==> config.mk <==
export PLATFORM = sky130hd
export DESIGN_NAME = matrix4_vector_transform_unit
export DESIGN_NICKNAME = d
export VERILOG_FILES = /design/src/hdl/mvt_pkg.sv /design/src/hdl/matrix4_vector_transform_unit.sv /design/src/hdl/mvt_ram.sv
export VERILOG_INCLUDE_DIRS = /design/src /design/src/hdl
export SDC_FILE = /design/constraint.sdc
export NUM_CORES = 2
export LEC_CHECK = 0
export BUFFER_PORTS_ARGS = -buffer_cell sky130_fd_sc_hd__buf_2
export CAP_MARGIN = 20
export CORE_MARGIN = 4
export CORE_UTILIZATION = 64
export DETAILED_ROUTE_END_ITERATION = 10
export PLACE_DENSITY_LB_ADDON = 0.2
export SYNTH_ARGS = -nofsm -noshare
export SYNTH_HDL_FRONTEND = slang
export SYNTH_SLANG_ARGS = --single-unit
export TNS_END_PERCENT = 1
==> constraint.sdc <==
create_clock -name aclk -period 11 [get_ports aclk]
set_clock_uncertainty 0.15 [all_clocks]
set_input_delay 0.55 -clock aclk [delete_from_list [all_inputs] [get_ports aclk]]
set_output_delay 0.55 -clock aclk [all_outputs]
set_load 0.01 [all_outputs]
==> src/hdl/matrix4_vector_transform_unit_defines.svh <==
// ----------------------------------------------------------------------------
// Matrix-vector transform unit: assertion macros
// Concurrent assertion wrappers; they collapse to nothing for synthesis.
// ----------------------------------------------------------------------------
`ifndef MATRIX4_VECTOR_TRANSFORM_UNIT_DEFINES_SVH
`define MATRIX4_VECTOR_TRANSFORM_UNIT_DEFINES_SVH

`ifndef SYNTHESIS
// Check that prop holds at every clock edge outside reset.
`define MVT_ASSERT(label, clk, rstn, prop) \
    label: assert property (@(posedge clk) disable iff (!(rstn)) (prop)) \
        else $error("mvt assertion failed");
// Check that expr never holds outside reset.
`define MVT_ASSERT_NEVER(label, clk, rstn, expr) \
    label: assert property (@(posedge clk) disable iff (!(rstn)) !(expr)) \
        else $error("mvt forbidden condition seen");
`else
`define MVT_ASSERT(label, clk, rstn, prop)
`define MVT_ASSERT_NEVER(label, clk, rstn, expr)
`endif

`endif

==> src/hdl/mvt_pkg.sv <==
// ----------------------------------------------------------------------------
// Matrix-vector transform package
// Item kinds, field layout of the stream words and saturation limits.
// ----------------------------------------------------------------------------
package mvt_pkg;

    localparam int DATA_W    = 32;
    localparam int INDEX_W   = 4;
    localparam int FUNC_W    = 2;

    // s_tdata layout, lowest bit up
    localparam int IDX_LSB   = 0;
    localparam int VAL_LSB   = IDX_LSB + INDEX_W;
    localparam int VEC_LSB   = VAL_LSB + DATA_W;
    localparam int S_RAW_W   = VEC_LSB + 4 * DATA_W;
    localparam int S_TDATA_W = ((S_RAW_W + 7) / 8) * 8;

    // m_tdata layout: out_x, out_y, out_z, out_w
    localparam int OUT_COMP  = 4;
    localparam int M_TDATA_W = OUT_COMP * DATA_W;

    typedef logic [FUNC_W-1:0] func_t;

    localparam func_t FUNC_WR_A   = 2'd0;
    localparam func_t FUNC_WR_B   = 2'd1;
    localparam func_t FUNC_MAT_MUL = 2'd2;
    localparam func_t FUNC_XFORM  = 2'd3;

    localparam logic [DATA_W-1:0] SAT_MAX = 32'h7FFF_FFFF;
    localparam logic [DATA_W-1:0] SAT_MIN = 32'h8000_0000;

endpackage

==> src/hdl/matrix4_vector_transform_unit.sv <==
// ----------------------------------------------------------------------------
// Matrix-vector transform unit
// Element writes go straight to RAM. Transform over R = min(DIM,4) rows and
// terms, and matrix product A=A*B, both run on the
// single shared multiply-accumulate fed from one RAM read port per cycle.
// Takes no new item until the last one is done; s_tready is low while busy.
// Reset: synchronous active-low; both matrices read as zero until written.
// ----------------------------------------------------------------------------
`include "matrix4_vector_transform_unit_defines.svh"

module matrix4_vector_transform_unit #(
    parameter int DIM       = 4,
    parameter int FRAC_BITS = 16
) (
    input  logic                          aclk,
    input  logic                          aresetn,
    // input channel
    input  logic                          s_tvalid,
    output logic                          s_tready,
    // elem_index[3:0], elem_value[35:4], vec_x[67:36], vec_y[99:68],
    // vec_z[131:100], vec_w[163:132], zero pad above
    input  logic [mvt_pkg::S_TDATA_W-1:0] s_tdata,
    // func[1:0]
    input  logic [mvt_pkg::FUNC_W-1:0]    s_tuser,
    // result channel
    output logic                          m_tvalid,
    input  logic                          m_tready,
    // out_x[31:0], out_y[63:32], out_z[95:64], out_w[127:96]
    output logic [mvt_pkg::M_TDATA_W-1:0] m_tdata,
    // saturated[0]
    output logic                          m_tuser
);

    import mvt_pkg::*;

    localparam int CELLS  = DIM * DIM;
    localparam int AW     = $clog2(CELLS);
    localparam int IW     = $clog2(DIM);
    localparam int VEC_N  = (DIM < 4) ? DIM : 4;     // rows and vector terms used
    localparam int VW     = $clog2(VEC_N);
    localparam int PROD_W = 2 * DATA_W;
    localparam int ACC_W  = PROD_W + $clog2(DIM);     // room for DIM full products
    localparam int TOP_LO = FRAC_BITS + DATA_W - 1;   // sign bit of the shifted sum
    localparam int HI_W   = ACC_W - TOP_LO;

    // sequencer states
    localparam logic [2:0] S_IDLE  = 3'd0;
    localparam logic [2:0] S_VEC   = 3'd1;
    localparam logic [2:0] S_LOAD  = 3'd2;
    localparam logic [2:0] S_MAC   = 3'd3;
    localparam logic [2:0] S_DRAIN = 3'd4;
    localparam logic [2:0] S_OUT   = 3'd5;

    // ------------------------------------------------------------------
    // Input field unpacking
    // ------------------------------------------------------------------
    func_t                     in_func;
    logic [INDEX_W-1:0]        in_index;
    logic [DATA_W-1:0]         in_value;
    logic                      in_accept;
    logic                      in_index_ok;

    assign in_func     = s_tuser;
    assign in_index    = s_tdata[IDX_LSB +: INDEX_W];
    assign in_value    = s_tdata[VAL_LSB +: DATA_W];
    assign in_accept   = s_tvalid && s_tready;
    assign in_index_ok = int'(in_index) < CELLS;

    // ------------------------------------------------------------------
    // Sequencer registers
    // ------------------------------------------------------------------
    logic [2:0]              state_reg, state_next;
    logic [IW-1:0]           r_reg, r_next;
    logic [IW-1:0]           c_reg, c_next;
    logic [IW-1:0]           e_reg, e_next;
    logic                    prod_mode_reg;     // 1: matrix product, 0: transform

    logic signed [DATA_W-1:0] vec_reg    [VEC_N];
    logic signed [DATA_W-1:0] rowbuf_reg [DIM];   // old row of A during a product
    logic [DATA_W-1:0]        res_reg    [VEC_N];
    logic                     sat_reg;

    logic [CELLS-1:0]         a_valid_reg;
    logic [CELLS-1:0]         b_valid_reg;

    // pipeline: stage 1 = RAM read data, stage 2 = product, stage 3 = sum
    logic                     vld1_reg, load1_reg, first1_reg, last1_reg, srcb1_reg, rv1_reg;
    logic [AW-1:0]            dest1_reg;
    logic signed [DATA_W-1:0] op2_1_reg;
    logic                     vld2_reg, first2_reg, last2_reg;
    logic [AW-1:0]            dest2_reg;
    logic signed [PROD_W-1:0] prod_reg;
    logic                     done3_reg;
    logic [AW-1:0]            dest3_reg;
    logic signed [ACC_W-1:0]  acc_reg;

    logic                     m_tvalid_reg;
    logic [M_TDATA_W-1:0]     m_tdata_reg;
    logic                     m_tuser_reg;
    logic [M_TDATA_W-1:0]     out_word;

    // ------------------------------------------------------------------
    // RAMs for A and B
    // ------------------------------------------------------------------
    logic                     a_we, b_we;
    logic [AW-1:0]            a_waddr;
    logic [DATA_W-1:0]        a_wdata;
    logic [AW-1:0]            a_raddr, b_raddr;
    logic [DATA_W-1:0]        a_rdata, b_rdata;

    mvt_ram #(.WIDTH(DATA_W), .DEPTH(CELLS)) u_ram_a (
        .clk     (aclk),
        .wr_en   (a_we),
        .wr_addr (a_waddr),
        .wr_data (a_wdata),
        .rd_addr (a_raddr),
        .rd_data (a_rdata)
    );

    mvt_ram #(.WIDTH(DATA_W), .DEPTH(CELLS)) u_ram_b (
        .clk     (aclk),
        .wr_en   (b_we),
        .wr_addr (AW'(in_index)),
        .wr_data (in_value),
        .rd_addr (b_raddr),
        .rd_data (b_rdata)
    );

    // ------------------------------------------------------------------
    // Issue stage: addresses and operand tags for the shared MAC
    // ------------------------------------------------------------------
    logic                     issue;
    logic                     is_load, is_first, is_last, is_srcb;
    logic [AW-1:0]            is_dest;
    logic signed [DATA_W-1:0] is_op2;
    logic [AW-1:0]            addr_rc, addr_re, addr_ec;

    assign addr_rc = AW'(int'(r_reg) + int'(c_reg) * DIM);
    assign addr_re = AW'(int'(r_reg) + int'(e_reg) * DIM);
    assign addr_ec = AW'(int'(e_reg) + int'(c_reg) * DIM);

    assign a_raddr = (state_reg == S_LOAD) ? addr_re : addr_rc;
    assign b_raddr = addr_ec;

    always_comb begin
        issue    = 1'b0;
        is_load  = 1'b0;
        is_first = 1'b0;
        is_last  = 1'b0;
        is_srcb  = 1'b0;
        is_dest  = '0;
        is_op2   = '0;
        unique case (state_reg)
            S_VEC: begin
                issue    = 1'b1;
                is_first = (c_reg == '0);
                is_last  = (c_reg == IW'(VEC_N - 1));
                is_dest  = AW'(r_reg);
                is_op2   = vec_reg[c_reg[VW-1:0]];
            end
            S_LOAD: begin
                issue    = 1'b1;
                is_load  = 1'b1;
                is_dest  = AW'(e_reg);
            end
            S_MAC: begin
                issue    = 1'b1;
                is_srcb  = 1'b1;
                is_first = (e_reg == '0);
                is_last  = (e_reg == IW'(DIM - 1));
                is_dest  = addr_rc;
                is_op2   = rowbuf_reg[e_reg];
            end
            default: begin
            end
        endcase
    end

    // ------------------------------------------------------------------
    // Sequencer
    // ------------------------------------------------------------------
    logic pipe_empty;
    logic out_free;

    assign pipe_empty = !vld1_reg && !vld2_reg && !done3_reg;
    assign out_free   = !m_tvalid_reg || m_tready;

    always_comb begin
        state_next = state_reg;
        r_next     = r_reg;
        c_next     = c_reg;
        e_next     = e_reg;
        unique case (state_reg)
            S_IDLE: begin
                r_next = '0;
                c_next = '0;
                e_next = '0;
                if (in_accept && in_func == FUNC_MAT_MUL) begin
                    state_next = S_LOAD;
                end else if (in_accept && in_func == FUNC_XFORM) begin
                    state_next = S_VEC;
                end
            end
            S_VEC: begin
                // step along the row, then to the next row
                if (c_reg == IW'(VEC_N - 1)) begin
                    c_next = '0;
                    if (r_reg == IW'(VEC_N - 1)) begin
                        state_next = S_DRAIN;
                    end else begin
                        r_next = r_reg + 1'b1;
                    end
                end else begin
                    c_next = c_reg + 1'b1;
                end
            end
            S_LOAD: begin
                if (e_reg == IW'(DIM - 1)) begin
                    e_next     = '0;
                    c_next     = '0;
                    state_next = S_MAC;
                end else begin
                    e_next = e_reg + 1'b1;
                end
            end
            S_MAC: begin
                if (e_reg == IW'(DIM - 1)) begin
                    e_next = '0;
                    if (c_reg == IW'(DIM - 1)) begin
                        c_next = '0;
                        if (r_reg == IW'(DIM - 1)) begin
                            state_next = S_DRAIN;
                        end else begin
                            r_next     = r_reg + 1'b1;
                            state_next = S_LOAD;
                        end
                    end else begin
                        c_next = c_reg + 1'b1;
                    end
                end else begin
                    e_next = e_reg + 1'b1;
                end
            end
            S_DRAIN: begin
                if (pipe_empty) begin
                    state_next = prod_mode_reg ? S_IDLE : S_OUT;
                end
            end
            S_OUT: begin
                if (out_free) begin
                    state_next = S_IDLE;
                end
            end
            default: begin
                state_next = S_IDLE;
            end
        endcase
    end

    assign s_tready = (state_reg == S_IDLE);

    // ------------------------------------------------------------------
    // Stage 1: mask never-written entries, multiply or fill the row buffer
    // ------------------------------------------------------------------
    logic signed [DATA_W-1:0] data1;
    logic                     rd_valid;

    assign rd_valid = is_srcb ? b_valid_reg[b_raddr] : a_valid_reg[a_raddr];
    assign data1    = rv1_reg ? (srcb1_reg ? b_rdata : a_rdata) : '0;

    // ------------------------------------------------------------------
    // Stage 2: accumulate
    // ------------------------------------------------------------------
    logic signed [ACC_W-1:0] acc_next;

    assign acc_next = (first2_reg ? '0 : acc_reg)
                    + {{(ACC_W - PROD_W){prod_reg[PROD_W-1]}}, prod_reg};

    // ------------------------------------------------------------------
    // Stage 3: shift by FRAC_BITS and saturate to 32 bits
    // ------------------------------------------------------------------
    logic [HI_W-1:0]   fin_hi;
    logic              fin_sat;
    logic [DATA_W-1:0] fin_val;

    assign fin_hi  = acc_reg[ACC_W-1:TOP_LO];
    assign fin_sat = !(&fin_hi) && (|fin_hi);
    assign fin_val = fin_sat ? (acc_reg[ACC_W-1] ? SAT_MIN : SAT_MAX)
                             : acc_reg[TOP_LO:FRAC_BITS];

    // A write port: element writes when idle, product entries when busy
    always_comb begin
        a_we    = 1'b0;
        a_waddr = AW'(in_index);
        a_wdata = in_value;
        if (done3_reg && prod_mode_reg) begin
            a_we    = 1'b1;
            a_waddr = dest3_reg;
            a_wdata = fin_val;
        end else if (in_accept && in_func == FUNC_WR_A && in_index_ok) begin
            a_we    = 1'b1;
        end
    end

    assign b_we = in_accept && in_func == FUNC_WR_B && in_index_ok;

    // Pack the collected rows; rows that do not exist stay zero
    always_comb begin
        out_word = '0;
        for (int k = 0; k < VEC_N; k++) begin
            out_word[k * DATA_W +: DATA_W] = res_reg[k];
        end
    end

    // ------------------------------------------------------------------
    // Control registers
    // ------------------------------------------------------------------
    always_ff @(posedge aclk) begin
        if (!aresetn) begin
            state_reg    <= S_IDLE;
            r_reg        <= '0;
            c_reg        <= '0;
            e_reg        <= '0;
            a_valid_reg  <= '0;
            b_valid_reg  <= '0;
            vld1_reg     <= 1'b0;
            vld2_reg     <= 1'b0;
            done3_reg    <= 1'b0;
            m_tvalid_reg <= 1'b0;
        end else begin
            state_reg <= state_next;
            r_reg     <= r_next;
            c_reg     <= c_next;
            e_reg     <= e_next;
            if (a_we) begin
                a_valid_reg[a_waddr] <= 1'b1;
            end
            if (b_we) begin
                b_valid_reg[AW'(in_index)] <= 1'b1;
            end
            vld1_reg  <= issue;
            vld2_reg  <= vld1_reg && !load1_reg;
            done3_reg <= vld2_reg && last2_reg;
            // hold the result until taken, then drop valid
            if (state_reg == S_OUT && out_free) begin
                m_tvalid_reg <= 1'b1;
            end else if (m_tready) begin
                m_tvalid_reg <= 1'b0;
            end
        end
    end

    // ------------------------------------------------------------------
    // Datapath registers
    // ------------------------------------------------------------------
    always_ff @(posedge aclk) begin
        if (in_accept) begin
            prod_mode_reg <= (in_func == FUNC_MAT_MUL);
        end
        if (in_accept && in_func == FUNC_XFORM) begin
            for (int k = 0; k < VEC_N; k++) begin
                vec_reg[k] <= s_tdata[VEC_LSB + k * DATA_W +: DATA_W];
            end
        end

        // stage 1 tags
        load1_reg  <= is_load;
        first1_reg <= is_first;
        last1_reg  <= is_last;
        srcb1_reg  <= is_srcb;
        rv1_reg    <= rd_valid;
        dest1_reg  <= is_dest;
        op2_1_reg  <= is_op2;

        // stage 2
        if (vld1_reg && load1_reg) begin
            rowbuf_reg[dest1_reg[IW-1:0]] <= data1;
        end
        prod_reg   <= data1 * op2_1_reg;
        first2_reg <= first1_reg;
        last2_reg  <= last1_reg;
        dest2_reg  <= dest1_reg;

        // stage 3
        if (vld2_reg) begin
            acc_reg <= acc_next;
        end
        dest3_reg <= dest2_reg;

        // transform results collect here until the output register frees
        if (in_accept && in_func == FUNC_XFORM) begin
            sat_reg <= 1'b0;
        end else if (done3_reg && !prod_mode_reg) begin
            res_reg[dest3_reg[VW-1:0]] <= fin_val;
            sat_reg <= sat_reg | fin_sat;
        end

        if (state_reg == S_OUT && out_free) begin
            m_tdata_reg <= out_word;
            m_tuser_reg <= sat_reg;
        end
    end

    assign m_tvalid = m_tvalid_reg;
    assign m_tdata  = m_tdata_reg;
    assign m_tuser  = m_tuser_reg;

    // ------------------------------------------------------------------
    // Assertions
    // ------------------------------------------------------------------
    `MVT_ASSERT(a_ready_pipe_empty, aclk, aresetn, s_tready |-> pipe_empty)
    `MVT_ASSERT(a_out_pipe_empty, aclk, aresetn, (state_reg == S_OUT) |-> pipe_empty)
    `MVT_ASSERT(a_valid_from_out, aclk, aresetn, $rose(m_tvalid_reg) |-> $past(state_reg == S_OUT))
    `MVT_ASSERT_NEVER(a_done_when_idle, aclk, aresetn, done3_reg && (state_reg == S_IDLE || state_reg == S_OUT))

endmodule

==> src/hdl/mvt_ram.sv <==
// ----------------------------------------------------------------------------
// Generic simple dual-port RAM
// One write port, one read port with registered read data.
// ----------------------------------------------------------------------------
module mvt_ram #(
    parameter int WIDTH = 32,
    parameter int DEPTH = 16
) (
    input  logic                     clk,
    input  logic                     wr_en,
    input  logic [$clog2(DEPTH)-1:0] wr_addr,
    input  logic [WIDTH-1:0]         wr_data,
    input  logic [$clog2(DEPTH)-1:0] rd_addr,
    output logic [WIDTH-1:0]         rd_data
);

    logic [WIDTH-1:0] mem [DEPTH];

    always_ff @(posedge clk) begin
        if (wr_en) begin
            mem[wr_addr] <= wr_data;
        end
        rd_data <= mem[rd_addr];
    end

endmodule

Word-level counts from Yosys, hierarchy flattened
Memory sizes are Yosys's and may differ from the RTL's. A register that Yosys moved wholly into a read port is not among the register bits.
Index checks and enable logic that the tools add are counted.
{"block": "totals", "register_bits": 229, "mem_bits_rw": 1408, "output_inout_bits": 131, "mem_count": 5}
{"name": "u_ram_a.mem", "words": 16, "width": 32, "rd": 1, "rd_clocked_by_memory_dff": 1, "write_ports": 1, "line_no": "mvt_ram.sv:17", "rtl": "logic [WIDTH-1:0] mem [DEPTH];"}
{"name": "u_ram_b.mem", "words": 16, "width": 32, "rd": 1, "rd_clocked_by_memory_dff": 1, "write_ports": 1, "line_no": "mvt_ram.sv:17"}
{"name": "res_reg", "words": 4, "width": 32, "rd": 4, "rd_clocked_by_memory_dff": 4, "write_ports": 1, "line_no": "matrix4_vector_transform_unit.sv:80", "rtl": "logic [DATA_W-1:0] res_reg [VEC_N];"}
{"name": "rowbuf_reg", "words": 4, "width": 32, "rd": 1, "rd_clocked_by_memory_dff": 1, "write_ports": 1, "line_no": "matrix4_vector_transform_unit.sv:79", "rtl": "logic signed [DATA_W-1:0] rowbuf_reg [DIM];"}
{"name": "vec_reg", "words": 4, "width": 32, "rd": 1, "rd_clocked_by_memory_dff": 1, "write_ports": 4, "line_no": "matrix4_vector_transform_unit.sv:78", "rtl": "logic signed [DATA_W-1:0] vec_reg [VEC_N];"}
{"block": "classes", "add_sub_neg": 7, "mul": 1, "order_cmp": 6, "n_eq_ne": 19, "muxes": 65, "n_bitwise": 3, "reduce_logical": 39}
{"cell": "$mux W32", "count": 5}
{"cell": "$add A66 B66 Y66", "count": 1}
{"cell": "$mux W66", "count": 1}
{"cell": "$mul A32 B32 Y64", "count": 1}
{"cell": "$pmux W32 S2", "count": 1}
{"cell": "$mux W3", "count": 11}
{"cell": "$or A16 B16 Y16", "count": 2}
{"cell": "$mux W1", "count": 23}
{"cell": "$mux W2", "count": 11}
{"cell": "$lt A4 B5 Y1 const B", "count": 4}
{"cell": "$reduce_and A19 Y1", "count": 1}
{"cell": "$reduce_or A19 Y1", "count": 1}
{"cell": "$pmux W3 S6", "count": 1}
{"cell": "$logic_and A1 B1 Y1", "count": 16}
{"cell": "$add A2 B4 Y4", "count": 3}
{"cell": "$ne A2 B2 Y1 const B", "count": 6}
{"cell": "$pmux W4 S3", "count": 1}
{"cell": "$eq A2 B2 Y1 const B", "count": 5}
{"cell": "$bmux W1 S4", "count": 2}
{"cell": "$demux W1 S4", "count": 2}
{"cell": "$ge A4 B1 Y1 const B", "count": 2}
{"cell": "$mux W4", "count": 2}
{"cell": "$pmux W2 S4", "count": 1}
{"cell": "$reduce_and A8 Y1", "count": 1}
{"cell": "22 further kinds", "count": 36}

Logic depth before layout (Yosys ltp)
{"block": "logic_depth", "word_depth": 7, "ltp_mapped": 35, "depth_no_buf": 31}

Hierarchy
From an unflattened synthesis, not the netlist that was laid out.
{"block": "hier_totals", "cells_unflattened": 7578, "hier_area_um2": 105897.8}
{"mod": "matrix4_vector_transform_unit", "instances": 1, "cells_each": 5902, "area_each_um2": 66207.2, "seq_area_each_um2": 20719.9}
{"mod": "mvt_ram (u_ram_b)", "instances": 1, "cells_each": 838, "area_each_um2": 19854.0, "seq_area_each_um2": 16015.4}
{"mod": "mvt_ram (u_ram_a)", "instances": 1, "cells_each": 838, "area_each_um2": 19836.5, "seq_area_each_um2": 16015.4}

Least setup slack after synthesis
Ideal clock, no wire load.
{"block": "synth_path", "path_kind": "register to register", "startpoint": "reg srcb1_reg", "endpoint": "reg prod_reg[62]", "setup_time_ps": 72, "t_arrival_ps": 8734, "t_required_ps": 10778, "path_slack_ps": 2044, "path_stages_with_launch": 34, "path_buffers": 4, "cell_sequence": "dfxtp_1 -> clkbuf_1 -> buf_1 -> mux2i_1 -> nor2b_1 -> clkbuf_1 -> nand2_1 -> inv_1 -> fa_1 -> inv_1 -> fa_1 -> fa_1 -> inv_1 -> fa_1 -> inv_1 -> fa_1 -> inv_1 -> fa_1 -> fa_1 -> inv_1 -> fa_1 -> inv_1 -> ha_1 -> clkbuf_1 -> a21o_1 -> a21o_1 -> a21oi_1 -> o21bai_1 -> a21oi_1 -> o31ai_1 -> a21oi_1 -> o21ai_1 -> a41oi_1 -> xnor2_1"}
{"block": "synth_via", "elab_chain_len": 3}
{"item": "start: declaration", "line_no": "matrix4_vector_transform_unit.sv:87", "rtl": "logic vld1_reg, load1_reg, first1_reg, last1_reg, srcb1_reg, rv1_reg;"}
{"item": "start signal: assignment", "line_no": "matrix4_vector_transform_unit.sv:370", "rtl": "srcb1_reg <= is_srcb;"}
{"item": "$mux W32 (2 in a row)", "line_no": "matrix4_vector_transform_unit.sv:269", "rtl": "assign data1 = rv1_reg ? (srcb1_reg ? b_rdata : a_rdata) : '0;"}
{"item": "named net data1[31]", "line_no": "matrix4_vector_transform_unit.sv:265", "rtl": "logic signed [DATA_W-1:0] data1;"}
{"item": "$mul A32 B32 Y64", "line_no": "matrix4_vector_transform_unit.sv:379", "rtl": "prod_reg <= data1 * op2_1_reg;"}
{"item": "end signal: assignment", "line_no": "matrix4_vector_transform_unit.sv:379"}
{"item": "end: declaration", "line_no": "matrix4_vector_transform_unit.sv:92", "rtl": "logic signed [PROD_W-1:0] prod_reg;"}
The timed path passes the listed nets, and every way through them passes these cells.
A chain may end at the register's enable or synchronous reset.

Worst setup path in the final report
{"block": "layout_path", "startpoint": "reg srcb1_reg", "endpoint": "reg prod_reg[62]"}
{"block": "layout_via", "elab_chain_len": 3}
{"item": "$mux W32 (2 in a row)", "line_no": "matrix4_vector_transform_unit.sv:269"}
{"item": "$mul A32 B32 Y64", "line_no": "matrix4_vector_transform_unit.sv:379"}
Every way passes these cells.

==> impl_results.md <==
- Unrepaired setup endpoints after global routing: no
- Commonest non-fill, non-tap cell in the layout: edfxtp_1
- Vias/cell: about 6
- Slowest stage cell on the critical path: fa_1
- Min-delay worst type: in2reg
- Unique masters post-synth: between 70 and 80
- Die area: 0.171 mm2
- WL final: roughly 280000 um
- Starting Density: 64.5%
- Req. time, crit path: between 10 and 15 ns
- Post-Syn Area: around 0.11 mm2
- CTS tree: yes
- F_max: about 100 MHz
- H-Tree Depth: 4
- Final core occ: between 70% and 80%
- Global-route usage over all layers: between 30% and 40%
- CP endpoint kind: flop
- Mean cell area of the mapped netlist: ~14 um2
- VDD IR max: 0.000256 V
- Final hold violations: 0
- HPWL after DPL: ~180000 um
- Fin crit share: around nine tenths
- Worst-skew pair later-pin latency: around 0.8 ns
- Routed len/inst: around 28 um
- Post-synthesis register bit count: between 1500 and 2000
- Pwr/cell area: 129 mW/mm2
- Headroom to the max-slew limit: a little over a fifth
- CTS Buffer Depth: 3
- Leakage power: around 0.045 uW
- Residual DRC: 0
- Chip height: between 400 and 500 um
- Reg clk slew, reported paths: approximately 0.07 ns
- DR WL met3: roughly 24000 um
- Setup TNS Final: 0 ns
- First-pass GRT wire length: 422000 um
- Grt ovf: 0
- Seq/Total Area, Yosys: roughly half
- Antenna Nets Post-Route: 0
- Largest net degree at the start of global routing: 109
- Post-CTS Repair Setup Buffers: 0
- CTS Root Cell: clkbuf_16
- Critical path arrival: 10.51 ns
- Max Cap Violations: 0
- Met2 WL post-DR: roughly 140000 um
- Critical path class: reg2reg
- DRT iter0 DRCs: approximately 6800
- Post-synth EDFFs: 1604
- Vias in the first global route: between 60000 and 70000
- Main flop type after synthesis: edfxtp_1
- Min Tclk post-route: 9.92 ns
- IO Port Bufs: 300
- Startpoint Class: flop
- Synth warn: 0
- GP Congestion: a little over 0.9
- # rows: around 150
- Status: completed
- Top-level port count: 305
- Core ar.: approximately 0.16 mm2
- Most frequent cells in the layout: edfxtp_1 (1604), fa_1 (1083), inv_1 (1032), nand2_1 (760), and2_1 (499)
- Share of cells above drive strength 1: approximately 15%
- Drt first pass iters: 6
- Initial antenna violation count: 26
- Die width: just over 400 um
- Cell repeated most along the worst path: fa_1
- WL met1: 98200 um
- Syn-to-layout area delta: 11.2%
- Top Layer Used: met5
- Post-synth net total: 8905
- Syn Inst Count: roughly 7400
- Total number of vias: around 63000
- FILL cells: 10335
- Async set or reset register ratio after synthesis: 0%
- Final net count: 9338
- Largest registers: u_ram_a.mem (512), u_ram_b.mem (512)
- Max incr delay on CP: between 1 and 1.5 ns
- Total CTS buffers: ~170
- Pins Over Slew Limit: 0
- Worst Tran Pin Value: 1.17 ns
- Sink Count: about 1800
- Count of final setup violators: 0
- Crit-path max FO: 28
## synth_stat cells, types with 117 or more instances
| cell | n | share of area (%) |
|---|---|---|
| dfxtp_1 | 229 | 4.4 |
| nor2_1 | 127 | 0.45 |
| ha_1 | 254 | 3.0 |
| and2_1 | 500 | 3.0 |
| a21oi_1 | 171 | 0.81 |
| nand2_1 | 760 | 2.7 |
| inv_1 | 1033 | 3.7 |
| nor2b_1 | 117 | 0.70 |
| mux4_2 | 394 | 8.4 |
| fa_1 | 1083 | 21 |
| edfxtp_1 | 1604 | 46 |
| clkbuf_1 | 305 | 1.1 |
## cell families after synthesis
group | count (synthesis) | synth area share, %
DFF | 1833 | 50.1
muxes | 432 | 8.79
and+or+nand+nor | 1713 | 8.04
AOI/OAI and AO/OA | 551 | 3.38
adders and majority gates | 1337 | 23.6
xor gates and xnor gates | 130 | 1.08
buffers and inverters | 1398 | 5.01
## where the power goes
| part | switching (uW) | total (uW) | internal [uW] |
|---|---|---|---|
| logic | 910 | 1460 | 554 |
| registers | 113 | 7800 | 7680 |
| clock network | 2660 | 5820 | 3160 |
| total | 3680 | 15100 | 11400 |
## layout make-up
cell class              count  area, um2  area share [%]
clock buffers             228       4620            3.95
flip-flops and latches   1833      52800            45.1
clock inverters            88        831           0.709
inverters                1035       3890            3.32
well taps                2175       2720            2.32
repair buffers            625       4530            3.87
diodes                     17       42.5          0.0363
multi-input cells        4163      47700            40.7
## per-layer routing
layer	track usage, %	vias up
li1	-	25949
met1	42.9	32665
met2	55.6	3381
met3	6.57	752
met4	18.3	8
met5	0	-
## stage by stage
stage / setup WS [ns] / area, um2 / total power, uW / std cells / hold WS (ns)
finish: 1.08 / 117000 / 15100 / 10164 / 0.103
global route: 0.613 / 117000 / 15500 / 10155 / 0.112
CTS: 1.23 / 117000 / 15000 / 10140 / 0.0464
detailed placement: 1.29 / 110000 / 9310 / 9661 / 0.162
global placement: 1.45 / 110000 / 9280 / 9659 / 0.161
floorplan: 2.04 / 105000 / 8800 / 7394 / 0.160
## worst max-delay path, delay by kind of cell, from the launching register on
kind / cells / cell delay (ns)
xor gates and xnor gates: 1 / 0.14
AOI/OAI and AO/OA: 9 / 1.64
and+or+nand+nor: 2 / 0.80
muxes: 1 / 0.25
DFF: 1 / 0.33
buffers and inverters: 7 / 1.29
adders and majority gates: 9 / 5.22
## worst paths after layout
path              slack (ns)  cells after the start       endpoint          from
setup / recovery        1.08                     29   prod_reg[62]     srcb1_reg
hold / removal          0.10                      3  prod_mode_reg      s_tvalid
setup reg to reg        1.08                     29   prod_reg[62]     srcb1_reg
hold reg to reg         0.18                      0   dest3_reg[0]  dest2_reg[0]
## repair_timing
action                    4_1_cts  5_1_grt
hold buffers                  163        0
resized for setup               0        0
hold endpoints to repair      642        0
Power figures use the tool's default switching activity.
